[src/design/btr_pkg.sv]
`default_nettype none

package btr_pkg;

    // Request codes on req_type
    localparam logic REQ_MEASURE = 1'b0;
    localparam logic REQ_DRAW    = 1'b1;

    // Configuration register indexes
    localparam logic [1:0] CFG_BRIGHTNESS   = 2'd0;
    localparam logic [1:0] CFG_LINE_Y       = 2'd1;
    localparam logic [1:0] CFG_SCREEN_WIDTH = 2'd2;

    localparam int CFG_INDEX_W = 2;
    localparam int CFG_DATA_W  = 10;

    // Character codes with special handling
    localparam logic [7:0] CHAR_SPACE   = 8'h20;
    localparam logic [7:0] CHAR_EXCLAIM = 8'h21;
    localparam logic [7:0] CHAR_APOS    = 8'h27;
    localparam logic [7:0] CHAR_COMMA   = 8'h2C;
    localparam logic [7:0] CHAR_PERIOD  = 8'h2E;
    localparam logic [7:0] CHAR_AT      = 8'h40;
    localparam logic [7:0] CHAR_A       = 8'h41;
    localparam logic [7:0] CHAR_Z       = 8'h5A;

    // Glyph slots after the letters
    localparam logic [4:0] SLOT_COMMA  = 5'd26;
    localparam logic [4:0] SLOT_PERIOD = 5'd27;
    localparam logic [4:0] SLOT_AT     = 5'd28;
    localparam logic [4:0] SLOT_APOS   = 5'd29;
    localparam logic [4:0] SLOT_EXCL   = 5'd30;

    localparam int GLYPH_COUNT = 31;
    localparam int GLYPH_ROWS  = 7;
    localparam int GLYPH_COLS  = 5;

    // Advances in pixels
    localparam logic [2:0] ADV_WIDE   = 3'd6;
    localparam logic [2:0] ADV_NARROW = 3'd4;
    localparam logic [2:0] ADV_PERIOD = 3'd3;

    // Text colour at full level
    localparam logic [7:0] COLOR_RED   = 8'd235;
    localparam logic [7:0] COLOR_GREEN = 8'd230;
    localparam logic [7:0] COLOR_BLUE  = 8'd215;

    // 5x7 glyphs, bit 0 of each row is the leftmost column
    localparam logic [4:0] GLYPH_ROM [GLYPH_COUNT][GLYPH_ROWS] = '{
        '{5'h0E, 5'h11, 5'h11, 5'h1F, 5'h11, 5'h11, 5'h11},
        '{5'h0F, 5'h11, 5'h11, 5'h0F, 5'h11, 5'h11, 5'h0F},
        '{5'h0E, 5'h11, 5'h01, 5'h01, 5'h01, 5'h11, 5'h0E},
        '{5'h0F, 5'h11, 5'h11, 5'h11, 5'h11, 5'h11, 5'h0F},
        '{5'h1F, 5'h01, 5'h01, 5'h0F, 5'h01, 5'h01, 5'h1F},
        '{5'h1F, 5'h01, 5'h01, 5'h0F, 5'h01, 5'h01, 5'h01},
        '{5'h0E, 5'h11, 5'h01, 5'h1D, 5'h11, 5'h11, 5'h0E},
        '{5'h11, 5'h11, 5'h11, 5'h1F, 5'h11, 5'h11, 5'h11},
        '{5'h1F, 5'h04, 5'h04, 5'h04, 5'h04, 5'h04, 5'h1F},
        '{5'h1C, 5'h08, 5'h08, 5'h08, 5'h08, 5'h09, 5'h06},
        '{5'h11, 5'h09, 5'h05, 5'h03, 5'h05, 5'h09, 5'h11},
        '{5'h01, 5'h01, 5'h01, 5'h01, 5'h01, 5'h01, 5'h1F},
        '{5'h11, 5'h1B, 5'h15, 5'h15, 5'h11, 5'h11, 5'h11},
        '{5'h11, 5'h13, 5'h15, 5'h19, 5'h11, 5'h11, 5'h11},
        '{5'h0E, 5'h11, 5'h11, 5'h11, 5'h11, 5'h11, 5'h0E},
        '{5'h0F, 5'h11, 5'h11, 5'h0F, 5'h01, 5'h01, 5'h01},
        '{5'h0E, 5'h11, 5'h11, 5'h11, 5'h15, 5'h09, 5'h16},
        '{5'h0F, 5'h11, 5'h11, 5'h0F, 5'h05, 5'h09, 5'h11},
        '{5'h1E, 5'h01, 5'h01, 5'h0E, 5'h10, 5'h10, 5'h0F},
        '{5'h1F, 5'h04, 5'h04, 5'h04, 5'h04, 5'h04, 5'h04},
        '{5'h11, 5'h11, 5'h11, 5'h11, 5'h11, 5'h11, 5'h0E},
        '{5'h11, 5'h11, 5'h11, 5'h11, 5'h11, 5'h0A, 5'h04},
        '{5'h11, 5'h11, 5'h11, 5'h15, 5'h15, 5'h1B, 5'h11},
        '{5'h11, 5'h11, 5'h0A, 5'h04, 5'h0A, 5'h11, 5'h11},
        '{5'h11, 5'h11, 5'h0A, 5'h04, 5'h04, 5'h04, 5'h04},
        '{5'h1F, 5'h10, 5'h08, 5'h04, 5'h02, 5'h01, 5'h1F},
        '{5'h00, 5'h00, 5'h00, 5'h00, 5'h04, 5'h04, 5'h02},
        '{5'h00, 5'h00, 5'h00, 5'h00, 5'h00, 5'h01, 5'h01},
        '{5'h0E, 5'h11, 5'h1D, 5'h15, 5'h1D, 5'h01, 5'h0E},
        '{5'h04, 5'h04, 5'h02, 5'h00, 5'h00, 5'h00, 5'h00},
        '{5'h04, 5'h04, 5'h04, 5'h04, 5'h04, 5'h00, 5'h04}
    };

    typedef struct packed {
        logic       valid;
        logic [4:0] idx;
    } glyph_sel_t;

    // Controller to datapath
    typedef struct packed {
        logic load;
        logic step;
    } btr_cmd_t;

    // Datapath to controller
    typedef struct packed {
        logic start_run;
        logic out_free;
        logic last;
    } btr_status_t;

    // Map a character code to its glyph slot
    function automatic glyph_sel_t btr_glyph_sel(logic [7:0] code);
        glyph_sel_t sel;
        sel.valid = 1'b1;
        sel.idx   = 5'd0;
        if (code >= CHAR_A && code <= CHAR_Z) begin
            sel.idx = 5'(code - CHAR_A);
        end else if (code == CHAR_COMMA) begin
            sel.idx = SLOT_COMMA;
        end else if (code == CHAR_PERIOD) begin
            sel.idx = SLOT_PERIOD;
        end else if (code == CHAR_AT) begin
            sel.idx = SLOT_AT;
        end else if (code == CHAR_APOS) begin
            sel.idx = SLOT_APOS;
        end else if (code == CHAR_EXCLAIM) begin
            sel.idx = SLOT_EXCL;
        end else begin
            sel.valid = 1'b0;
        end
        return sel;
    endfunction

    // Pen advance for a character code
    function automatic logic [2:0] btr_advance(logic [7:0] code);
        logic [2:0] adv;
        adv = ADV_WIDE;
        if (code == CHAR_SPACE || code == CHAR_APOS || code == CHAR_EXCLAIM) begin
            adv = ADV_NARROW;
        end else if (code == CHAR_PERIOD) begin
            adv = ADV_PERIOD;
        end
        return adv;
    endfunction

    // One glyph row; rows past the bottom read as blank
    function automatic logic [4:0] btr_glyph_row(logic [4:0] g, logic [2:0] r);
        logic [4:0] bits;
        bits = 5'd0;
        if (int'(g) < GLYPH_COUNT && int'(r) < GLYPH_ROWS) begin
            bits = GLYPH_ROM[g][r];
        end
        return bits;
    endfunction

    // Lowest row of a glyph that holds a lit pixel
    function automatic logic [2:0] btr_last_row(logic [4:0] g);
        logic [2:0] last;
        last = 3'd0;
        for (int i = 0; i < GLYPH_ROWS; i++) begin
            if (btr_glyph_row(g, 3'(i)) != 5'd0) begin
                last = 3'(i);
            end
        end
        return last;
    endfunction

endpackage

`default_nettype wire

[src/design/btr_ctrl.sv]
`default_nettype none

module btr_ctrl (
    input  wire logic                 aclk,
    input  wire logic                 aresetn,
    input  wire logic                 s_valid,
    output logic                      s_ready,
    input  wire btr_pkg::btr_status_t status,
    output btr_pkg::btr_cmd_t         cmd
);

    typedef enum logic {
        ST_IDLE,
        ST_RUN
    } state_t;

    state_t state_reg;
    state_t state_next;

    // Take items in idle, step the scan while the output slot is free
    always_comb begin
        state_next = state_reg;
        s_ready    = 1'b0;
        cmd.load   = 1'b0;
        cmd.step   = 1'b0;
        case (state_reg)
            ST_IDLE: begin
                s_ready  = 1'b1;
                cmd.load = s_valid;
                if (s_valid && status.start_run) begin
                    state_next = ST_RUN;
                end
            end
            ST_RUN: begin
                cmd.step = status.out_free;
                if (status.out_free && status.last) begin
                    state_next = ST_IDLE;
                end
            end
            default: begin
                state_next = ST_IDLE;
            end
        endcase
    end

    always_ff @(posedge aclk) begin
        if (!aresetn) begin
            state_reg <= ST_IDLE;
        end else begin
            state_reg <= state_next;
        end
    end

endmodule

`default_nettype wire

[src/design/btr_dp.sv]
`default_nettype none

module btr_dp #(
    parameter int MAX_LINE_CHARS = 64
) (
    input  wire logic                               aclk,
    input  wire logic                               aresetn,
    input  wire btr_pkg::btr_cmd_t                  cmd,
    output btr_pkg::btr_status_t                    status,
    input  wire logic                               cfg_valid,
    input  wire logic [btr_pkg::CFG_INDEX_W-1:0]    cfg_index,
    input  wire logic [btr_pkg::CFG_DATA_W-1:0]     cfg_data,
    input  wire logic                               s_req_type,
    input  wire logic [7:0]                         s_char_code,
    input  wire logic                               s_line_start,
    output logic                                    m_valid,
    input  wire logic                               m_ready,
    output logic signed [10:0]                      m_run_x,
    output logic [9:0]                              m_run_y,
    output logic [2:0]                              m_run_width,
    output logic [7:0]                              m_red,
    output logic [7:0]                              m_green,
    output logic [7:0]                              m_blue,
    output logic                                    m_last_run
);

    localparam int CapRaw = MAX_LINE_CHARS * 6;
    localparam logic [9:0] MEAS_CAP = (CapRaw > 1023) ? 10'd1023 : 10'(CapRaw);

    // Configuration and line state
    logic [7:0]  brightness_reg;
    logic [8:0]  line_y_reg;
    logic [9:0]  screen_width_reg;
    logic [9:0]  measured_width_reg;
    logic [10:0] pen_x_reg;

    // Scan state for the current glyph
    logic [4:0]  glyph_reg;
    logic [2:0]  row_reg;
    logic [4:0]  rem_reg;
    logic [2:0]  adv_reg;
    logic [7:0]  red_reg;
    logic [7:0]  green_reg;
    logic [7:0]  blue_reg;

    // Output slot
    logic        m_valid_reg;
    logic [10:0] run_x_reg;
    logic [9:0]  run_y_reg;
    logic [2:0]  run_width_reg;
    logic [7:0]  out_red_reg;
    logic [7:0]  out_green_reg;
    logic [7:0]  out_blue_reg;
    logic        last_run_reg;

    btr_pkg::glyph_sel_t in_sel;
    logic [2:0]  in_adv;
    logic        renderable;
    logic [10:0] meas_sum;
    logic [9:0]  meas_next;
    logic [9:0]  span;
    logic signed [11:0] center_diff;
    logic signed [11:0] center_half;
    logic [10:0] pen_base;
    logic [2:0]  run_start;
    logic [2:0]  run_len;
    logic [4:0]  run_mask;
    logic        run_done;
    logic [4:0]  rem_after;
    logic [2:0]  row_inc;
    logic [2:0]  last_row;
    logic        emit;
    logic        run_last;
    logic        out_free;
    logic [16:0] red_scaled;
    logic [16:0] green_scaled;
    logic [16:0] blue_scaled;

    // Scale a colour by level/255 with an exact reciprocal for 16-bit products
    function automatic logic [16:0] scale255(logic [7:0] coef, logic [7:0] level);
        logic [16:0] prod;
        prod = 17'(coef) * 17'(level);
        return (prod + 17'd1 + (prod >> 8)) >> 8;
    endfunction

    assign in_sel     = btr_pkg::btr_glyph_sel(s_char_code);
    assign in_adv     = btr_pkg::btr_advance(s_char_code);
    assign renderable = (s_req_type == btr_pkg::REQ_DRAW) && in_sel.valid
                        && (brightness_reg != 8'd0);

    // Sum advances, saturating at the line capacity
    assign meas_sum  = (s_line_start ? 11'd0 : {1'b0, measured_width_reg}) + 11'(in_adv);
    assign meas_next = (meas_sum > 11'(MEAS_CAP)) ? MEAS_CAP : meas_sum[9:0];

    // Center the line: (width - (measured - 1)) / 2, toward zero
    assign span        = (measured_width_reg != 10'd0) ? measured_width_reg - 10'd1 : 10'd0;
    assign center_diff = $signed({2'b00, screen_width_reg}) - $signed({2'b00, span});
    assign center_half = center_diff[11] ? ((center_diff + 12'sd1) >>> 1) : (center_diff >>> 1);
    assign pen_base    = s_line_start ? center_half[10:0] : pen_x_reg;

    assign red_scaled   = scale255(btr_pkg::COLOR_RED, brightness_reg);
    assign green_scaled = scale255(btr_pkg::COLOR_GREEN, brightness_reg);
    assign blue_scaled  = scale255(btr_pkg::COLOR_BLUE, brightness_reg);

    // Find the leftmost run in what remains of the row
    always_comb begin
        run_start = 3'd0;
        run_len   = 3'd0;
        run_mask  = 5'd0;
        run_done  = 1'b0;
        for (int i = 0; i < btr_pkg::GLYPH_COLS; i++) begin
            if (rem_reg[i] && !run_done) begin
                if (run_len == 3'd0) begin
                    run_start = 3'(i);
                end
                run_len     = run_len + 3'd1;
                run_mask[i] = 1'b1;
            end else if (run_len != 3'd0) begin
                run_done = 1'b1;
            end
        end
    end

    assign rem_after = rem_reg & ~run_mask;
    assign row_inc   = row_reg + 3'd1;
    assign last_row  = btr_pkg::btr_last_row(glyph_reg);
    assign out_free  = !m_valid_reg || m_ready;
    assign emit      = cmd.step && (rem_reg != 5'd0);
    assign run_last  = (rem_after == 5'd0) && (row_reg == last_row);

    assign status.start_run = renderable;
    assign status.out_free  = out_free;
    assign status.last      = (rem_reg != 5'd0) && run_last;

    // Configuration writes
    always_ff @(posedge aclk) begin
        if (!aresetn) begin
            brightness_reg   <= 8'd255;
            line_y_reg       <= 9'd0;
            screen_width_reg <= 10'd320;
        end else if (cfg_valid) begin
            case (cfg_index)
                btr_pkg::CFG_BRIGHTNESS:   brightness_reg   <= cfg_data[7:0];
                btr_pkg::CFG_LINE_Y:       line_y_reg       <= cfg_data[8:0];
                btr_pkg::CFG_SCREEN_WIDTH: screen_width_reg <= cfg_data[9:0];
                default: begin
                end
            endcase
        end
    end

    // Measure and pen state
    always_ff @(posedge aclk) begin
        if (!aresetn) begin
            measured_width_reg <= 10'd0;
            pen_x_reg          <= 11'd0;
        end else if (cmd.load) begin
            if (s_req_type == btr_pkg::REQ_MEASURE) begin
                measured_width_reg <= meas_next;
            end else if (renderable) begin
                pen_x_reg <= pen_base;
            end else begin
                pen_x_reg <= pen_base + 11'(in_adv);
            end
        end else if (emit && run_last) begin
            pen_x_reg <= pen_x_reg + 11'(adv_reg);
        end
    end

    // Glyph scan: load on every item taken, then drop one run or one blank row per step
    always_ff @(posedge aclk) begin
        if (cmd.load) begin
            glyph_reg <= in_sel.idx;
            row_reg   <= 3'd0;
            rem_reg   <= btr_pkg::btr_glyph_row(in_sel.idx, 3'd0);
            adv_reg   <= in_adv;
            red_reg   <= red_scaled[7:0];
            green_reg <= green_scaled[7:0];
            blue_reg  <= blue_scaled[7:0];
        end else if (cmd.step) begin
            if (rem_reg == 5'd0 || (rem_after == 5'd0 && !run_last)) begin
                row_reg <= row_inc;
                rem_reg <= btr_pkg::btr_glyph_row(glyph_reg, row_inc);
            end else begin
                rem_reg <= rem_after;
            end
        end
    end

    // Output slot: fill on a run, empty when taken
    always_ff @(posedge aclk) begin
        if (!aresetn) begin
            m_valid_reg <= 1'b0;
        end else if (emit) begin
            m_valid_reg <= 1'b1;
        end else if (m_ready) begin
            m_valid_reg <= 1'b0;
        end
    end

    always_ff @(posedge aclk) begin
        if (emit) begin
            run_x_reg     <= pen_x_reg + 11'(run_start);
            run_y_reg     <= {1'b0, line_y_reg} + 10'(row_reg);
            run_width_reg <= run_len;
            out_red_reg   <= red_reg;
            out_green_reg <= green_reg;
            out_blue_reg  <= blue_reg;
            last_run_reg  <= run_last;
        end
    end

    assign m_valid     = m_valid_reg;
    assign m_run_x     = $signed(run_x_reg);
    assign m_run_y     = run_y_reg;
    assign m_run_width = run_width_reg;
    assign m_red       = out_red_reg;
    assign m_green     = out_green_reg;
    assign m_blue      = out_blue_reg;
    assign m_last_run  = last_run_reg;

endmodule

`default_nettype wire

[src/design/bitmap_text_run_renderer.sv]
`default_nettype none

// Bitmap text run renderer: draws one line of 5x7 text (A-Z , . @ ' !) as
// horizontal runs of lit pixels. Send the line once with req_type 0 to measure
// it, then again with req_type 1 to draw; line_start marks the first character
// of each pass, and the first draw character centers the line on screen_width.
// A measure item only adds its advance to the measured width, and a character
// with no glyph (or brightness 0) produces nothing but a pen advance. A drawn
// character is loaded, then the scanner steps through each run and each blank
// glyph row above its last run, holding while a full output register waits on
// m_ready; the glyph scanner emits at most one run per cycle into a single
// output register, and the next item is taken as soon as the last run of the
// current character sits in that register. Runs come row by row, top to
// bottom, left to right; last_run flags the final run of a character.
// Configuration writes are accepted in any cycle but must only be made while
// the block is idle.
module bitmap_text_run_renderer #(
    parameter int MAX_LINE_CHARS = 64
) (
    input  wire logic                               aclk,
    input  wire logic                               aresetn,
    input  wire logic                               cfg_valid,
    output logic                                    cfg_ready,
    input  wire logic [btr_pkg::CFG_INDEX_W-1:0]    cfg_index,
    input  wire logic [btr_pkg::CFG_DATA_W-1:0]     cfg_data,
    input  wire logic                               s_valid,
    output logic                                    s_ready,
    input  wire logic                               s_req_type,
    input  wire logic [7:0]                         s_char_code,
    input  wire logic                               s_line_start,
    output logic                                    m_valid,
    input  wire logic                               m_ready,
    output logic signed [10:0]                      m_run_x,
    output logic [9:0]                              m_run_y,
    output logic [2:0]                              m_run_width,
    output logic [7:0]                              m_red,
    output logic [7:0]                              m_green,
    output logic [7:0]                              m_blue,
    output logic                                    m_last_run
);

    btr_pkg::btr_cmd_t    cmd;
    btr_pkg::btr_status_t status;

    assign cfg_ready = 1'b1;

    btr_ctrl u_ctrl (
        .aclk    (aclk),
        .aresetn (aresetn),
        .s_valid (s_valid),
        .s_ready (s_ready),
        .status  (status),
        .cmd     (cmd)
    );

    btr_dp #(
        .MAX_LINE_CHARS (MAX_LINE_CHARS)
    ) u_dp (
        .aclk         (aclk),
        .aresetn      (aresetn),
        .cmd          (cmd),
        .status       (status),
        .cfg_valid    (cfg_valid),
        .cfg_index    (cfg_index),
        .cfg_data     (cfg_data),
        .s_req_type   (s_req_type),
        .s_char_code  (s_char_code),
        .s_line_start (s_line_start),
        .m_valid      (m_valid),
        .m_ready      (m_ready),
        .m_run_x      (m_run_x),
        .m_run_y      (m_run_y),
        .m_run_width  (m_run_width),
        .m_red        (m_red),
        .m_green      (m_green),
        .m_blue       (m_blue),
        .m_last_run   (m_last_run)
    );

endmodule

`default_nettype wire
[config.mk]
export PLATFORM = sky130hd
export DESIGN_NAME = bitmap_text_run_renderer
export DESIGN_NICKNAME = d
export VERILOG_FILES = /design/src/design/btr_pkg.sv /design/src/design/btr_ctrl.sv /design/src/design/btr_dp.sv /design/src/design/bitmap_text_run_renderer.sv
export SDC_FILE = /design/constraint.sdc
export NUM_CORES = 1
export LEC_CHECK = 0
export BUFFER_PORTS_ARGS = -buffer_cell sky130_fd_sc_hd__buf_4
export CORE_ASPECT_RATIO = 0.9
export CORE_MARGIN = 3
export CORE_UTILIZATION = 30
export DETAILED_ROUTE_END_ITERATION = 6
export SLEW_MARGIN = 20
export SYNTH_ARGS = -nofsm -noshare
export SYNTH_HDL_FRONTEND = slang
export SYNTH_HIERARCHICAL = 1
export SYNTH_SLANG_ARGS = --single-unit
[constraint.sdc]
create_clock -name aclk -period 8.5 [get_ports aclk]
set_clock_uncertainty 0.1 [all_clocks]
set_input_delay 0.425 -clock aclk [delete_from_list [all_inputs] [get_ports aclk]]
set_output_delay 0.425 -clock aclk [all_outputs]
set_load 0.005 [all_outputs]
==> flow_metrics.env <==
export IMPL_cp_cell_sequence="inv_1 > ha_1 > inv_1 > fa_1 > fa_1 > fa_1 > inv_1 > ha_1 > a21oi_1 > a21oi_1 > a311oi_1 > a21oi_1 > xor2_1 > ha_1 > a2111oi_0 > a21oi_1 > and2_1 > and3_1 > and3_1 > nand3_1 > xnor2_1"
export IMPL_avgSynthCellArea_um2=8.98
export IMPL_dieArea_um2=50800
export IMPL_antenna_cells=0
export IMPL_leakage_nw=6.87
export IMPL_port_buffers=77
export IMPL_globalplace_congestion=0.931
export IMPL_drv_slew=0
export IMPL_antenna_found_initial=0
export IMPL_powerDensity_nw_per_um2=268
export IMPL_yosysWarnings=6
export IMPL_rrSetupSlack_ns=1.49
export IMPL_drt_initial_drc_count=987
export IMPL_synth_edf_count=86
export IMPL_r2r_end="u_dp/red_reg[7]"
export IMPL_drv_max_cap_violation_count=0
export IMPL_min_path_type="in -> reg"
export IMPL_worst_slew_pin_slew_ns=1.06
export IMPL_setup_violations=0
export IMPL_clk_pin_slew_ns=0.07
export IMPL_crit_end="u_dp/red_reg[7]"
export IMPL_wl_met3_um=2580
export IMPL_vdd_drop_max_mv=0.205
export IMPL_setup_ws_ns=1.49
export IMPL_slowest_delay_ns=0.63
export IMPL_yosysTopAreaCell="edfxtp_1"
export IMPL_p_total_mw=4.31
export IMPL_synth_main_ff_cell="edfxtp_1"
export IMPL_fin_tns_setup_ns=0
export IMPL_drt_wl_total_um=38700
export IMPL_crit_path_start="u_dp/brightness_reg[6]"
export IMPL_cts_root_buf="clkbuf_16"
export IMPL_startpoint_type="flop"
export IMPL_postCtsHoldBufs=0
export IMPL_cts_setup_buffers=0
export IMPL_syn_cell_area_um2=14400
export IMPL_cts_buffer_depth=2
export IMPL_wl_met1_um=18200
export IMPL_boundaryPins=79
export IMPL_cts_made_buffers=17
export IMPL_period_needed_ns=7.01
export IMPL_grt_pass1_vias=11400
export IMPL_htreeDepth=4
export IMPL_relSlewSlack_pct=28.7
export IMPL_cp_arrival_ns=7.11
export IMPL_nFillCells=4863
export IMPL_drive_above_1_share_pct=9.49
export IMPL_ys_ff_latch=139
export IMPL_clock_latency_ns=0.46
export IMPL_die_h_um=214
export IMPL_nNetsFinal=1916
export IMPL_cp_max_fo=9
export IMPL_die_x_um=237
export IMPL_layout_common_cells="196 x ha_1, 160 x inv_1, 130 x nor2_1, 105 x nand2_1, 92 x a21oi_1"
export IMPL_crit_type="reg -> reg"
export IMPL_overflow=0
export IMPL_synth_top_area_share_pct=17.9
export IMPL_routed_top_layer="met4"
export IMPL_detail_route_vias_per_cell=5.23
export IMPL_grt_pass1_wl_um=61700
export IMPL_cts_resized=0
export IMPL_outcome="complete, no violations"
export IMPL_dr_pass1_iters=6
export IMPL_critPathMostFrequentCell="a21oi_1"
export IMPL_netlist_top_cells_area="edfxtp_1 18%, ha_1 17%, dfxtp_1 7.4%"
export IMPL_final_common_cell="ha_1"
export IMPL_hpwl_um=30300
export IMPL_async_flop_share_pct=0
export IMPL_ys_types=100
export IMPL_cp_end_kind="flop"
export IMPL_core_area_um2=47100
export IMPL_hold_viol=0
export IMPL_grt_max_degree=55
export IMPL_area_growth_pct=11.2
export IMPL_postRouteAntennaNets=0
export IMPL_grt_setup_unrepaired="no"
export IMPL_track_usage_pct=15.2
export IMPL_drc=0
export IMPL_routedWlPerCell_um=17.0
export IMPL_syn_inst=1607
export IMPL_cts_sinks=139
export IMPL_cts_tree="yes"
export IMPL_met2_length_um=17300
export IMPL_cp_required_ns=8.60
export IMPL_rr_startpoint="u_dp/brightness_reg[6]"
export IMPL_yosysSeqAreaShare_pct=25.3
export IMPL_syn_nets=1881
export IMPL_start_util_pct=30.6
export IMPL_rows=75
export IMPL_crit_slowest_cell="dfxtp_1"
export IMPL_period_share_pct=82.4
export IMPL_dp_slack_ns=1.55
export IMPL_r2r_cells=21
export IMPL_timing_fmax_mhz=143
export IMPL_vias=11900
layer usage:
layer | track usage, % | vias up
met2 | 23.8 | 365
met1 | 20.9 | 5650
met3 | 3.77 | 55
met4 | 3.73 | 0
li1 | - | 5806
met5 | 0 | -
cell families after synthesis:
kind of cell	synth area share, %
and+or+nand+nor	16.4
AOI/OAI and AO/OA	17.3
adders and majority gates	24.1
buffers and inverters	6.63
DFF	25.3
xor gates and xnor gates	6.92
muxes	3.36
other	0.0260
per-stage QoR:
step / std cells / utilization, % / cell area [um^2] / hold WS [ns]
final: 2271 / 34.1 / 16000 / 0.129
after global routing: 2271 / 34.1 / 16000 / 0.120
after CTS: 2271 / 34.1 / 16000 / 0.107
after detailed placement: 2239 / 32.9 / 15500 / 0.305
after global placement: 2239 / 32.9 / 15500 / 0.310
after floorplan: 1607 / - / 14400 / 0.300
synth_stat cells (all sizes together) (25+ instances only):
cell    number
ha         196
inv        161
nor2       130
nand2      106
a21oi       94
edfxtp      86
o21ai       73
xnor2       70
dfxtp       53
fa          51
xor2        44
clkbuf      41
nand3       38
mux2i       36
buf         26
nor2b       26
nor3        26
a21o        25
worst min path at each step:
stage,from,to,slack (ns),depth (start not counted)
2_1_floorplan,u_dp/blue_reg[0],u_dp/m_blue[0],0.30,0
3_3_place_gp,u_dp/green_reg[2],u_dp/m_green[2],0.31,0
3_5_place_dp,u_dp/green_reg[1],u_dp/m_green[1],0.30,0
4_1_cts,cfg_data[8],u_dp/screen_width_reg[8],0.11,3
5_1_grt,cfg_data[8],u_dp/screen_width_reg[8],0.12,3
6_report,cfg_data[8],u_dp/screen_width_reg[8],0.13,3
where the power goes:
| part | internal, mW | switching (mW) |
|---|---|---|
| clock network | 0.424 | 0.304 |
| logic | 1.09 | 1.53 |
| registers | 0.921 | 0.0438 |
| total | 2.44 | 1.87 |
final cells by class:
class                      instances  area, um^2  area share (%)
multi-input combinational       1236        9830            61.3
tap                              616         771            4.80
clock buffer                      17         425            2.65
inverter                         165         619            3.86
clock inverter                    15         133           0.826
timing repair buffer              83         623            3.88
sequential                       139        3640            22.7
critical path, delay by kind of cell (launching register included):
| kind | cells | cell delay (ns) |
|---|---|---|
| AOI/OAI and AO/OA | 6 | 1.77 |
| and+or+nand+nor | 4 | 0.80 |
| buffers and inverters | 3 | 0.41 |
| xor gates and xnor gates | 2 | 0.36 |
| DFF | 1 | 0.63 |
| adders and majority gates | 6 | 2.68 |
No activity file was read; power rests on OpenSTA's default activity.
